===== config.mk =====
export PLATFORM = sky130hd
export DESIGN_NAME = life_generation_row_stencil_core
export DESIGN_NICKNAME = d
export VERILOG_FILES = /design/src/rtl/lgrs_pkg.sv /design/src/rtl/lgrs_lane.sv /design/src/rtl/lgrs_merge.sv /design/src/rtl/life_generation_row_stencil_core.sv
export VERILOG_INCLUDE_DIRS = /design/src /design/src/rtl
export SDC_FILE = /design/constraint.sdc
export NUM_CORES = 2
export LEC_CHECK = 0
export BUFFER_PORTS_ARGS = -buffer_cell sky130_fd_sc_hd__buf_2
export CAP_MARGIN = 20
export CORE_UTILIZATION = 30
export DETAILED_ROUTE_END_ITERATION = 12
export MAX_ROUTING_LAYER = met4
export PLACE_DENSITY_LB_ADDON = 0.25
export SLEW_MARGIN = 40
export SYNTH_ARGS = -nofsm -noshare
export SYNTH_HDL_FRONTEND = slang
export SYNTH_HIERARCHICAL = 1
export SYNTH_SLANG_ARGS = --single-unit

===== constraint.sdc =====
create_clock -name clock -period 30 [get_ports clock]
set_clock_uncertainty 0.2 [all_clocks]
set_input_delay 1.5 -clock clock [delete_from_list [all_inputs] [get_ports clock]]
set_output_delay 1.5 -clock clock [all_outputs]
set_load 0.005 [all_outputs]

===== src/rtl/life_generation_row_stencil_core_macros.svh =====
// assertion macros shared by the life row stencil rtl
`ifndef LIFE_GENERATION_ROW_STENCIL_CORE_MACROS_SVH
`define LIFE_GENERATION_ROW_STENCIL_CORE_MACROS_SVH
`ifndef SYNTHESIS
// same-cycle implication, checked at every rising clock edge outside reset
`define LGRS_ASSERT_NOW(lbl, clk, rst, ante, cons) \
   lbl: assert property (@(posedge clk) disable iff (rst) (ante) |-> (cons)) \
      else $error("life stencil check failed");
// next-cycle implication
`define LGRS_ASSERT_NEXT(lbl, clk, rst, ante, cons) \
   lbl: assert property (@(posedge clk) disable iff (rst) (ante) |=> (cons)) \
      else $error("life stencil check failed");
`else
`define LGRS_ASSERT_NOW(lbl, clk, rst, ante, cons)
`define LGRS_ASSERT_NEXT(lbl, clk, rst, ante, cons)
`endif
`endif


===== src/rtl/lgrs_pkg.sv =====
// package: widths, types and helpers of the life row stencil
`timescale 1ns / 1ps
package lgrs_pkg;

   localparam int MAX_COLS   = 64;
   localparam int ROW_W      = 64;
   localparam int ROWS_W     = 16;
   localparam int COLS_W     = 7;
   localparam int LANE_CELLS = 8;
   localparam int NUM_LANES  = ROW_W / LANE_CELLS;
   localparam int HALO_W     = LANE_CELLS + 2;
   localparam int PAD_W      = ROW_W + 2;
   localparam int NBR_W      = 4;
   localparam int CSR_IDX_W  = 2;
   localparam int CSR_DATA_W = 16;

   localparam logic [NBR_W-1:0] BIRTH_COUNT   = NBR_W'(3);
   localparam logic [NBR_W-1:0] SURVIVE_COUNT = NBR_W'(2);

   typedef enum logic [CSR_IDX_W-1:0] {
      CSR_NUM_ROWS = 2'd0,
      CSR_NUM_COLS = 2'd1
   } csr_index_type;

   typedef struct packed {
      logic [ROW_W-1:0]  mask;
      logic [ROWS_W-1:0] row_index;
      logic              frame_last;
   } row_meta_type;

   typedef struct packed {
      logic [ROW_W-1:0] up;
      logic [ROW_W-1:0] mid;
      logic [ROW_W-1:0] down;
      row_meta_type     meta;
   } job_type;

   // live-column mask, count capped at the board width
   function automatic logic [ROW_W-1:0] col_mask(input logic [COLS_W-1:0] cols);
      logic [ROW_W-1:0]  m;
      logic [COLS_W-1:0] c;
      c = (cols > COLS_W'(MAX_COLS)) ? COLS_W'(MAX_COLS) : cols;
      for (int j = 0; j < ROW_W; j++) begin
         m[j] = (COLS_W'(j) < c);
      end
      return m;
   endfunction

endpackage


===== src/rtl/lgrs_lane.sv =====
// one lane: b3/s23 rule over a group of cells with a one-cell halo
`timescale 1ns / 1ps
module lgrs_lane
   import lgrs_pkg::*;
(
   input  logic [HALO_W-1:0]     up_bits,
   input  logic [HALO_W-1:0]     mid_bits,
   input  logic [HALO_W-1:0]     down_bits,
   output logic [LANE_CELLS-1:0] next_bits
);

   always_comb begin : cell_rule
      logic [NBR_W-1:0] n;
      for (int i = 0; i < LANE_CELLS; i++) begin
         n = NBR_W'(up_bits[i]) + NBR_W'(up_bits[i+1]) + NBR_W'(up_bits[i+2])
           + NBR_W'(mid_bits[i]) + NBR_W'(mid_bits[i+2])
           + NBR_W'(down_bits[i]) + NBR_W'(down_bits[i+1]) + NBR_W'(down_bits[i+2]);
         next_bits[i] = (n == BIRTH_COUNT) || (mid_bits[i+1] && (n == SURVIVE_COUNT));
      end
   end

endmodule


===== src/rtl/lgrs_merge.sv =====
// merge stage: joins lane results into one masked row and holds it for the result port
`timescale 1ns / 1ps
`include "life_generation_row_stencil_core_macros.svh"
module lgrs_merge
   import lgrs_pkg::*;
(
   input  logic              clock,
   input  logic              reset,
   input  logic              job_valid,
   input  logic [ROW_W-1:0]  lane_row,
   input  row_meta_type      meta,
   output logic              take,
   output logic              rsp_valid,
   input  logic              rsp_stall,
   output logic [ROW_W-1:0]  rsp_next_row,
   output logic [ROWS_W-1:0] rsp_row_index,
   output logic              rsp_frame_last
);

   logic              valid_ff, valid_in;
   logic [ROW_W-1:0]  row_ff;
   logic [ROWS_W-1:0] index_ff;
   logic              last_ff;

   assign take     = job_valid && (!valid_ff || !rsp_stall);
   assign valid_in = take || (valid_ff && rsp_stall);

   always_ff @(posedge clock) begin
      if (reset) begin
         valid_ff <= 1'b0;
      end else begin
         valid_ff <= valid_in;
      end
   end

   always_ff @(posedge clock) begin
      if (take) begin
         row_ff   <= lane_row & meta.mask;
         index_ff <= meta.row_index;
         last_ff  <= meta.frame_last;
      end
   end

   assign rsp_valid      = valid_ff;
   assign rsp_next_row   = row_ff;
   assign rsp_row_index  = index_ff;
   assign rsp_frame_last = last_ff;

   // a held row is never overwritten
   `LGRS_ASSERT_NOW(a_no_overwrite, clock, reset, valid_ff && rsp_stall, !take)
   // an unmasked column never leaves the block
   `LGRS_ASSERT_NEXT(a_masked_out, clock, reset, take, (row_ff & ~$past(meta.mask)) == '0)

endmodule


===== src/rtl/life_generation_row_stencil_core.sv =====
// top level: row window, job queue, parallel lanes and merge stage of the life row stencil
//
//   channel | direction | handshake         | payload
//   --------+-----------+-------------------+------------------------------------------
//   req     | in        | req_valid/stall   | req_row_cells[63:0]
//   rsp     | out       | rsp_valid/stall   | rsp_next_row, rsp_row_index, rsp_frame_last
//   csr     | in        | csr_valid/ready   | csr_index[1:0], csr_wdata[15:0]
//
// one row transaction per cycle sustained while req_stall stays low; a result passes the
// job register, then the merge register; the final row of a multi-row frame gives two
// results and holds req_stall while the second one waits to enter the lanes
// eight lanes of eight cells each evaluate a whole 64-cell row combinationally
// synchronous reset clears the window, the row counter and valid flags; no clearing pass
// rsp_stall backs up through the merge register into the job register and then req_stall
`timescale 1ns / 1ps
`include "life_generation_row_stencil_core_macros.svh"
module life_generation_row_stencil_core
   import lgrs_pkg::*;
(
   input  logic                  clock,
   input  logic                  reset,
   input  logic                  req_valid,
   output logic                  req_stall,
   input  logic [ROW_W-1:0]      req_row_cells,
   output logic                  rsp_valid,
   input  logic                  rsp_stall,
   output logic [ROW_W-1:0]      rsp_next_row,
   output logic [ROWS_W-1:0]     rsp_row_index,
   output logic                  rsp_frame_last,
   input  logic                  csr_valid,
   output logic                  csr_ready,
   input  logic [CSR_IDX_W-1:0]  csr_index,
   input  logic [CSR_DATA_W-1:0] csr_wdata
);

   // configuration registers
   logic [ROWS_W-1:0] num_rows_ff, num_rows_in;
   logic [COLS_W-1:0] num_cols_ff, num_cols_in;

   // row window and frame position
   logic [ROW_W-1:0]  above_ff, above_in;
   logic [ROW_W-1:0]  middle_ff, middle_in;
   logic [ROWS_W-1:0] count_ff, count_in;

   // job register feeding the lanes, plus the second job of a frame end
   logic    j_valid_ff, j_valid_in;
   job_type j_ff, j_in;
   logic    p_valid_ff, p_valid_in;
   job_type p_ff, p_in;

   logic              accept;
   logic              j_take;
   logic              j_free;
   logic [ROW_W-1:0]  mask_now;
   logic [ROW_W-1:0]  row_m;
   logic [ROWS_W-1:0] rows_eff;
   logic [ROWS_W:0]   count_inc;
   logic              is_last;
   logic              job1_go, job2_go;
   job_type           job1, job2;

   logic [PAD_W-1:0]  up_pad, mid_pad, down_pad;
   logic [ROW_W-1:0]  lane_row;

   // ---------------------------------------------------------------- csr
   assign csr_ready = 1'b1;

   always_comb begin
      num_rows_in = num_rows_ff;
      num_cols_in = num_cols_ff;
      if (csr_valid && csr_ready) begin
         case (csr_index)
            CSR_NUM_ROWS: num_rows_in = csr_wdata;
            CSR_NUM_COLS: num_cols_in = csr_wdata[COLS_W-1:0];
            default: ;
         endcase
      end
   end

   always_ff @(posedge clock) begin
      if (reset) begin
         num_rows_ff <= ROWS_W'(64);
         num_cols_ff <= COLS_W'(64);
      end else begin
         num_rows_ff <= num_rows_in;
         num_cols_ff <= num_cols_in;
      end
   end

   // ---------------------------------------------------------------- window
   assign accept    = req_valid && !req_stall;
   assign mask_now  = col_mask(num_cols_ff);
   assign row_m     = req_row_cells & mask_now;
   // zero rows behaves as a one-row frame
   assign rows_eff  = (num_rows_ff == '0) ? ROWS_W'(1) : num_rows_ff;
   assign count_inc = {1'b0, count_ff} + (ROWS_W+1)'(1);
   assign is_last   = count_inc >= {1'b0, rows_eff};

   always_comb begin
      above_in  = above_ff;
      middle_in = middle_ff;
      count_in  = count_ff;
      job1_go   = 1'b0;
      job2_go   = 1'b0;

      // first job: next state of the row above the incoming one
      job1.up              = above_ff & mask_now;
      job1.mid             = middle_ff & mask_now;
      job1.down            = row_m;
      job1.meta.mask       = mask_now;
      job1.meta.row_index  = count_ff - ROWS_W'(1);
      job1.meta.frame_last = 1'b0;

      // second job: last row of the frame against a dead row below
      job2.up              = middle_ff & mask_now;
      job2.mid             = row_m;
      job2.down            = '0;
      job2.meta.mask       = mask_now;
      job2.meta.row_index  = count_ff;
      job2.meta.frame_last = 1'b1;

      if (accept) begin
         if (count_ff == '0) begin
            if (is_last) begin
               // single-row frame: dead rows above and below
               job1.up              = '0;
               job1.mid             = row_m;
               job1.down            = '0;
               job1.meta.row_index  = '0;
               job1.meta.frame_last = 1'b1;
               job1_go   = 1'b1;
               above_in  = '0;
               middle_in = '0;
               count_in  = '0;
            end else begin
               above_in  = '0;
               middle_in = row_m;
               count_in  = ROWS_W'(1);
            end
         end else begin
            job1_go = 1'b1;
            if (is_last) begin
               job2_go   = 1'b1;
               above_in  = '0;
               middle_in = '0;
               count_in  = '0;
            end else begin
               above_in  = middle_ff;
               middle_in = row_m;
               count_in  = count_inc[ROWS_W-1:0];
            end
         end
      end
   end

   always_ff @(posedge clock) begin
      if (reset) begin
         above_ff  <= '0;
         middle_ff <= '0;
         count_ff  <= '0;
      end else begin
         above_ff  <= above_in;
         middle_ff <= middle_in;
         count_ff  <= count_in;
      end
   end

   // ---------------------------------------------------------------- job queue
   assign j_free    = !j_valid_ff || j_take;
   // a pending second job takes the lanes before any new row
   assign req_stall = p_valid_ff || !j_free;

   always_comb begin
      j_valid_in = j_valid_ff && !j_take;
      j_in       = j_ff;
      p_valid_in = p_valid_ff;
      p_in       = p_ff;
      if (p_valid_ff && j_free) begin
         j_valid_in = 1'b1;
         j_in       = p_ff;
         p_valid_in = 1'b0;
      end else if (accept && job1_go) begin
         j_valid_in = 1'b1;
         j_in       = job1;
         if (job2_go) begin
            p_valid_in = 1'b1;
            p_in       = job2;
         end
      end
   end

   always_ff @(posedge clock) begin
      if (reset) begin
         j_valid_ff <= 1'b0;
         p_valid_ff <= 1'b0;
      end else begin
         j_valid_ff <= j_valid_in;
         p_valid_ff <= p_valid_in;
      end
   end

   always_ff @(posedge clock) begin
      j_ff <= j_in;
      p_ff <= p_in;
   end

   // ---------------------------------------------------------------- lanes
   // dead column on each side of the board
   assign up_pad   = {1'b0, j_ff.up, 1'b0};
   assign mid_pad  = {1'b0, j_ff.mid, 1'b0};
   assign down_pad = {1'b0, j_ff.down, 1'b0};

   for (genvar g = 0; g < NUM_LANES; g++) begin : g_lane
      lgrs_lane u_lane (
         .up_bits   (up_pad[g*LANE_CELLS +: HALO_W]),
         .mid_bits  (mid_pad[g*LANE_CELLS +: HALO_W]),
         .down_bits (down_pad[g*LANE_CELLS +: HALO_W]),
         .next_bits (lane_row[g*LANE_CELLS +: LANE_CELLS])
      );
   end

   // ---------------------------------------------------------------- merge
   lgrs_merge u_merge (
      .clock          (clock),
      .reset          (reset),
      .job_valid      (j_valid_ff),
      .lane_row       (lane_row),
      .meta           (j_ff.meta),
      .take           (j_take),
      .rsp_valid      (rsp_valid),
      .rsp_stall      (rsp_stall),
      .rsp_next_row   (rsp_next_row),
      .rsp_row_index  (rsp_row_index),
      .rsp_frame_last (rsp_frame_last)
   );

   // ---------------------------------------------------------------- checks
   // a second job only waits behind the first job of the same frame end
   `LGRS_ASSERT_NOW(a_pend_behind_job, clock, reset, p_valid_ff, j_valid_ff && p_ff.meta.frame_last)
   // a row taken mid-frame always queues a job
   `LGRS_ASSERT_NEXT(a_row_makes_job, clock, reset, accept && (count_ff != '0), j_valid_ff)
   // the first row of a longer frame produces nothing
   `LGRS_ASSERT_NEXT(a_first_row_quiet, clock, reset, accept && !job1_go, !j_valid_ff && !p_valid_ff)
   // frame position always resets after a frame end
   `LGRS_ASSERT_NEXT(a_frame_end_clears, clock, reset, accept && is_last, count_ff == '0)

endmodule


# Word level (Yosys, flattened, before mapping)
# Cells that the tools add are included.
# totals
elab_cells	840
reg_bits	732
out_inout_bits	84
# op_classes
n_reduce_logical	153
muxes	23
n_eq_ne	129
add_sub_neg	443
n_bitwise	5
n_lt_le_gt_ge	66
# ops
op	count
$add 4x1->4	378
$mux 192	3
$mux 273	2
$eq 4x2->1 const B	128
$and 64x64->64	4
$lt 6x7->1 const A	32
$mux 64	3
$add 1x1->2	63
$lt 5x7->1 const A	16
$logic_and 1x1->1	70
$logic_or 1x1->1	68
$lt 4x7->1 const A	8
$mux 17	3
$mux 16	3
$logic_not 16->1	2
$lt 3x7->1 const A	4
$add 16x1->17 const B	1
$ge 17x16->1	1
$sub 16x1->16 const B	1
$lt 1x7->1 const A	2
$lt 2x7->1 const A	2
$mux 1	8
$gt 7x7->1 const B	1
$mux 7	1
other kinds (8)	15

# Longest topological paths before layout
# depth
ltp_word	12
ltp_mapped	17
mapped_depth_nobuf	14

# Hierarchy
# The synthesis kept the hierarchy.
# modules_own_cells
mod	cells_each	seq_area_each_um2	n_inst	area_each_um2
life_generation_row_stencil_core	2313	17827.1	1	26417.8
lgrs_lane	157	0.0	8	1380.1
lgrs_merge	149	2452.4	1	2869.0

# Worst setup path after synthesis
# Ideal clock, no wire load.
# synth_path
path_type	input -> register
from	input port rsp_stall
to	register j_ff (netlist bit down_pad[10]) (enable)
setup_slack_ns	3.176
stages	6
path_buffers	2
arrival_ns	25.340
cell_sequence	a21boi_1 > nand2b_1 > nand3_1 > clkbuf_1 > clkbuf_1 > o21ai_0
# synth_via
elab_chain_len	11
word_cells_on_any_way	12
cone_classes	mux (1); reduce/logical (11)
# synth_rtl
element	line_no	rtl
start: declaration	life_generation_row_stencil_core.sv:26	input logic rsp_stall,
$logic_not 1->1 (*)	lgrs_merge.sv:25	assign take = job_valid && (!valid_ff || !rsp_stall);
$logic_or 1x1->1 (*)	lgrs_merge.sv:25	
$logic_and 1x1->1 (*)	lgrs_merge.sv:25	
$logic_or 1x1->1 (*)	life_generation_row_stencil_core.sv:169	assign j_free = !j_valid_ff || j_take;
$logic_not 1->1	life_generation_row_stencil_core.sv:171	assign req_stall = p_valid_ff || !j_free;
$logic_or 1x1->1	life_generation_row_stencil_core.sv:171	
$logic_not 1->1	life_generation_row_stencil_core.sv:91	assign accept = req_valid && !req_stall;
$logic_and 1x1->1	life_generation_row_stencil_core.sv:91	
$mux 1	life_generation_row_stencil_core.sv:122	if (accept) begin
$logic_and 1x1->1	life_generation_row_stencil_core.sv:182	end else if (accept && job1_go) begin
$reduce_bool 2->1 (no source line) (*)	n/a	
end signal: assignment	life_generation_row_stencil_core.sv:203	j_ff <= j_in;
end: declaration	life_generation_row_stencil_core.sv:47	job_type j_ff, j_in;
# Every way passes the cells marked *; elsewhere a longest branch is shown, timed or not.
# A chain may end at the register's enable or synchronous reset.

==> metrics.sh <==
STATUS='complete, no violations'
INITIAL_STANDARD_CELL_UTILIZATION_OF_THE_CORE=0.302
HOLD_VIOLATION_COUNT_IN_THE_FINAL_REPORT=0
CRITICAL_PATH_CLASS='reg -> reg'
YOSYSTOPAREACELL='edfxtp_1'
LAYOUT_MIN_CYCLE_TIME_PS=5630
GLOBALROUTETOTALUTIL=0.161
FIN_TNS_SETUP_PS=0
SYNTH.CELL_AREA_SQ_MM=0.0403
FINAL_NUMBER_OF_SETUP_VIOLATING_ENDPOINTS=0
GRT-OVFL-TOTAL=0
CRIT_REQUIRED_PS=30170
CHIPWIDTH_MICRONS=369
DP.CELLS=5538
CLOCK-ROOT-BUFFER='clkbuf_16'
FP.COREAREA_SQ_MM=0.133
ANTENNA_FOUND_INITIAL=2
SYNTH_COMMON_CELLS='inv_1, edfxtp_1, nand2_1'
WORST_IR_DROP_VDD_mV=0.0414
GRT_FIRST_PASS_WIRELENGTH_MM=162
YOSYS_MOST_USED_DFF='edfxtp_1'
CELLPOWERDENSITY_mW_PER_MM2=62.6
GRT_PASS1_VIAS=26565
DETAIL_ROUTE.VIAS_PER_CELL=4.62
DR.FIRST_ITER.DRC_COUNT=1668
ROUTE.DETAILED.DRC=0
CLK_PIN_SLEW_PS=60
SETUP.WORST_PATH.END='j_ff[4]$_DFFE_PP_'
VIAS=26338
SYN_INST_COUNT=3718
SYNTH_TOP_FAMILY_BY_AREA='adder cells'
SYN_AVG_CELL_AREA_SQ_UM=10.8
SYNTHMOSTINSTANTIATEDCELL='inv_1'
TOP_AREA_CELLS_IN_THE_SYNTHESIZED_NETLIST='edfxtp_1, fa_1, dfxtp_1'
P_LEAK_nW=18.9
LAYOUT_AREA_GROWTH_OVER_SYNTHESIS_PCT=14.2
CRIT_START='count_ff[2]$_SDFFE_PP0P_'
CTS_HOLD_REPAIR.BUFFERS=0
GRT_SETUP_UNREPAIRED='false'
CRITICAL_PATH_ARRIVAL_PS=5800
WORSTREG2REGSTART='count_ff[2]$_SDFFE_PP0P_'
CRITPATHLAUNCHTYPE='register'
POST_SYNTH_AND_OR_NAND_NOR_AREA_FRACTION=0.126
R2R_CELLS=15
HPWL_MM=73.5
LAYOUT.CELL_AREA.NON_FILLER_SQ_MM=0.0461
SYNTH_MUX_AREA_FRAC=0.0197
ROW_COUNT=134
CTS_MAX_PATH_BUFFERS=3
MAX_CAP_VIOLATIONS=0
CTS_SINKS=732
R2R-END='j_ff[4]$_DFFE_PP_'
CTS_TREE='built'
WIRELENGTH_MM=105
SYNTHADDERAREAFRAC=0.192
FLOORPLAN_DIE_AREA_SQ_MM=0.136
REG2REG_SLACK_PS=24370
TRITONCTS.NUM_BUFFERS=83
DIE-HEIGHT_MICRONS=369
HTREE_LEVELS=3
DPL-INSTANCE-AREA_SQ_MM=0.0432
FINALMAXSLEWVIOLATIONS=0
IO_PINS=171
DRT-PASS1-ITER-COUNT=8
HOLDCRITSTARTPOINT='j_ff[7]$_DFFE_PP_'
INSERTION_DELAY_PS=670
FINAL_CELL_COUNT_NO_FILL=5696
GRT_START_MAX_NET_PINS=99
GP_CONGESTION=0.807
HOLD_PATH.CLASS='reg -> reg'
WL_PER_CELL_MICRONS=18.5
SYNTH_LARGEST_TYPE_AREA_FRACTION=0.418
FINAL.PERIOD_UTILIZATION=0.188
FMAX_MHz=178
ANTENNA_VIOLATING_NETS_POST_ROUTE=0
YOSYS.AREA_SHARE.XOR_XNOR=0.00586
CTS_SETUP_BUFFERS=0
SYNTH_COMPOUND_GATE_AREA_SHARE=0.0846
MAX-SLEW-MARGIN-REL=0.410
SYNTH_SEQUENTIAL_AREA_RATIO=0.503
BUFFER_PORTS.INSERTED=169
WORST_SLEW_PIN_SLEW_PS=879
CRITICAL_PATH.ENDPOINT_TYPE='register'
COUNT_OF_WARNINGS_EMITTED_BY_YOSYS=6
FINAL_UTIL=0.345
SYNTH-EDFF-COUNT=562
DRIVE_ABOVE_1_SHARE=0.0955
POST-LAYOUT-TOTAL-POWER_mW=2.89
POST_CTS.RESIZED_INSTANCES=0
SYNTH.FF_LATCH_COUNT=732
NUM-NETS-FINAL=4408
CRIT_PATH_MAX_FANOUT=44
SYNTH_CELL_TYPE_COUNT=62
ASYNC_SET_OR_RESET_REGISTER_RATIO_AFTER_SYNTHESIS=0
==> layout make-up <==
type / instances / area [sq um]
clock inverters: 29 / 300
diodes: 2 / 5.00
inverters: 567 / 2130
clock buffers: 127 / 2510
well taps: 1768 / 2210
repair buffers: 205 / 1210
fillers: 13471 / 87400
multi-input cells: 2266 / 17400
flip-flops and latches: 732 / 20300
==> registers in the layout (all words and copies together), names as in the netlist <==
register	flops
above_ff	64
count_ff	16
down_pad	64
j_ff	209
j_valid_ff	1
middle_ff	64
num_cols_ff	7
num_rows_ff	16
p_ff	208
p_valid_ff	1
u_merge/rsp_frame_last	1
u_merge/rsp_next_row	64
u_merge/rsp_row_index	16
u_merge/rsp_valid	1
==> worst max-delay path, stage by stage, from the launching register on <==
cell and delay (ps):
dfxtp_1 550, nand3_1 220, nor2_1 330, nand4_1 270
nor4_1 580, xor2_1 140, ha_1 340, nand3_1 100
nor3_1 200, o31a_1 450, o21ai_4 80, and2_1 160
buf_4 260, inv_2 480, buf_4 710, o21ai_0 230
==> placed cells by master, fill, tap and decap left out, types with 15 or more instances in the layout <==
master,count
a21oi_1,233
nand2_1,424
and2_1,142
o21ai_0,179
nor2_1,224
mux2i_1,68
or2_1,34
a32o_1,23
xnor2_1,19
and3_1,27
edfxtp_1,562
fa_1,256
nand3_1,145
buf_2,168
inv_1,566
o21ai_1,15
buf_4,22
clkbuf_16,89
or2_0,30
ha_1,210
dfxtp_1,169
clkbuf_1,24
a22oi_1,91
==> power by group <==
| part | switching [mW] | internal [mW] | total, mW |
|---|---|---|---|
| logic | 0.377 | 0.271 | 0.648 |
| clock network | 0.429 | 0.615 | 1.04 |
| registers | 0.0302 | 1.16 | 1.19 |
| total | 0.837 | 2.05 | 2.89 |
==> per-stage QoR <==
step / hold WS [ps] / setup WS, ps
after floorplan: 200 / 3180
after global placement: 234 / 23820
final: 235 / 24370
after CTS: 249 / 24120
after detailed placement: 205 / 23980
after global routing: 259 / 23900
==> worst min path at each step <==
stage / to / slack (ps) / cells after the start
final: u_merge/rsp_row_index[6]$_DFFE_PP_ / 240 / 0
after global routing: u_merge/rsp_row_index[6]$_DFFE_PP_ / 260 / 0
after CTS: u_merge/rsp_row_index[6]$_DFFE_PP_ / 250 / 0
after detailed placement: u_merge/rsp_row_index[6]$_DFFE_PP_ / 200 / 0
after global placement: u_merge/rsp_row_index[5]$_DFFE_PP_ / 230 / 0
after floorplan: u_merge/rsp_frame_last$_DFFE_PP_ / 200 / 0
==> routing by layer <==
metal  up-vias  wire (microns)  global-route usage
met4         0            2640              0.0476
li1      12714               -                   -
met1     12901           50600               0.225
met2       609           46500               0.237
met3       114            5760              0.0263
met5         -               0                   -
==> logic make-up after synthesis <==
family          after synthesis
simple gates               1098
flops                       732
buf+inv                     725
compound gates              590
fa+ha+maj                   466
mux                          78
xor+xnor                     27
other cells                   2
Note: power is estimated with default switching activity, not from simulation.
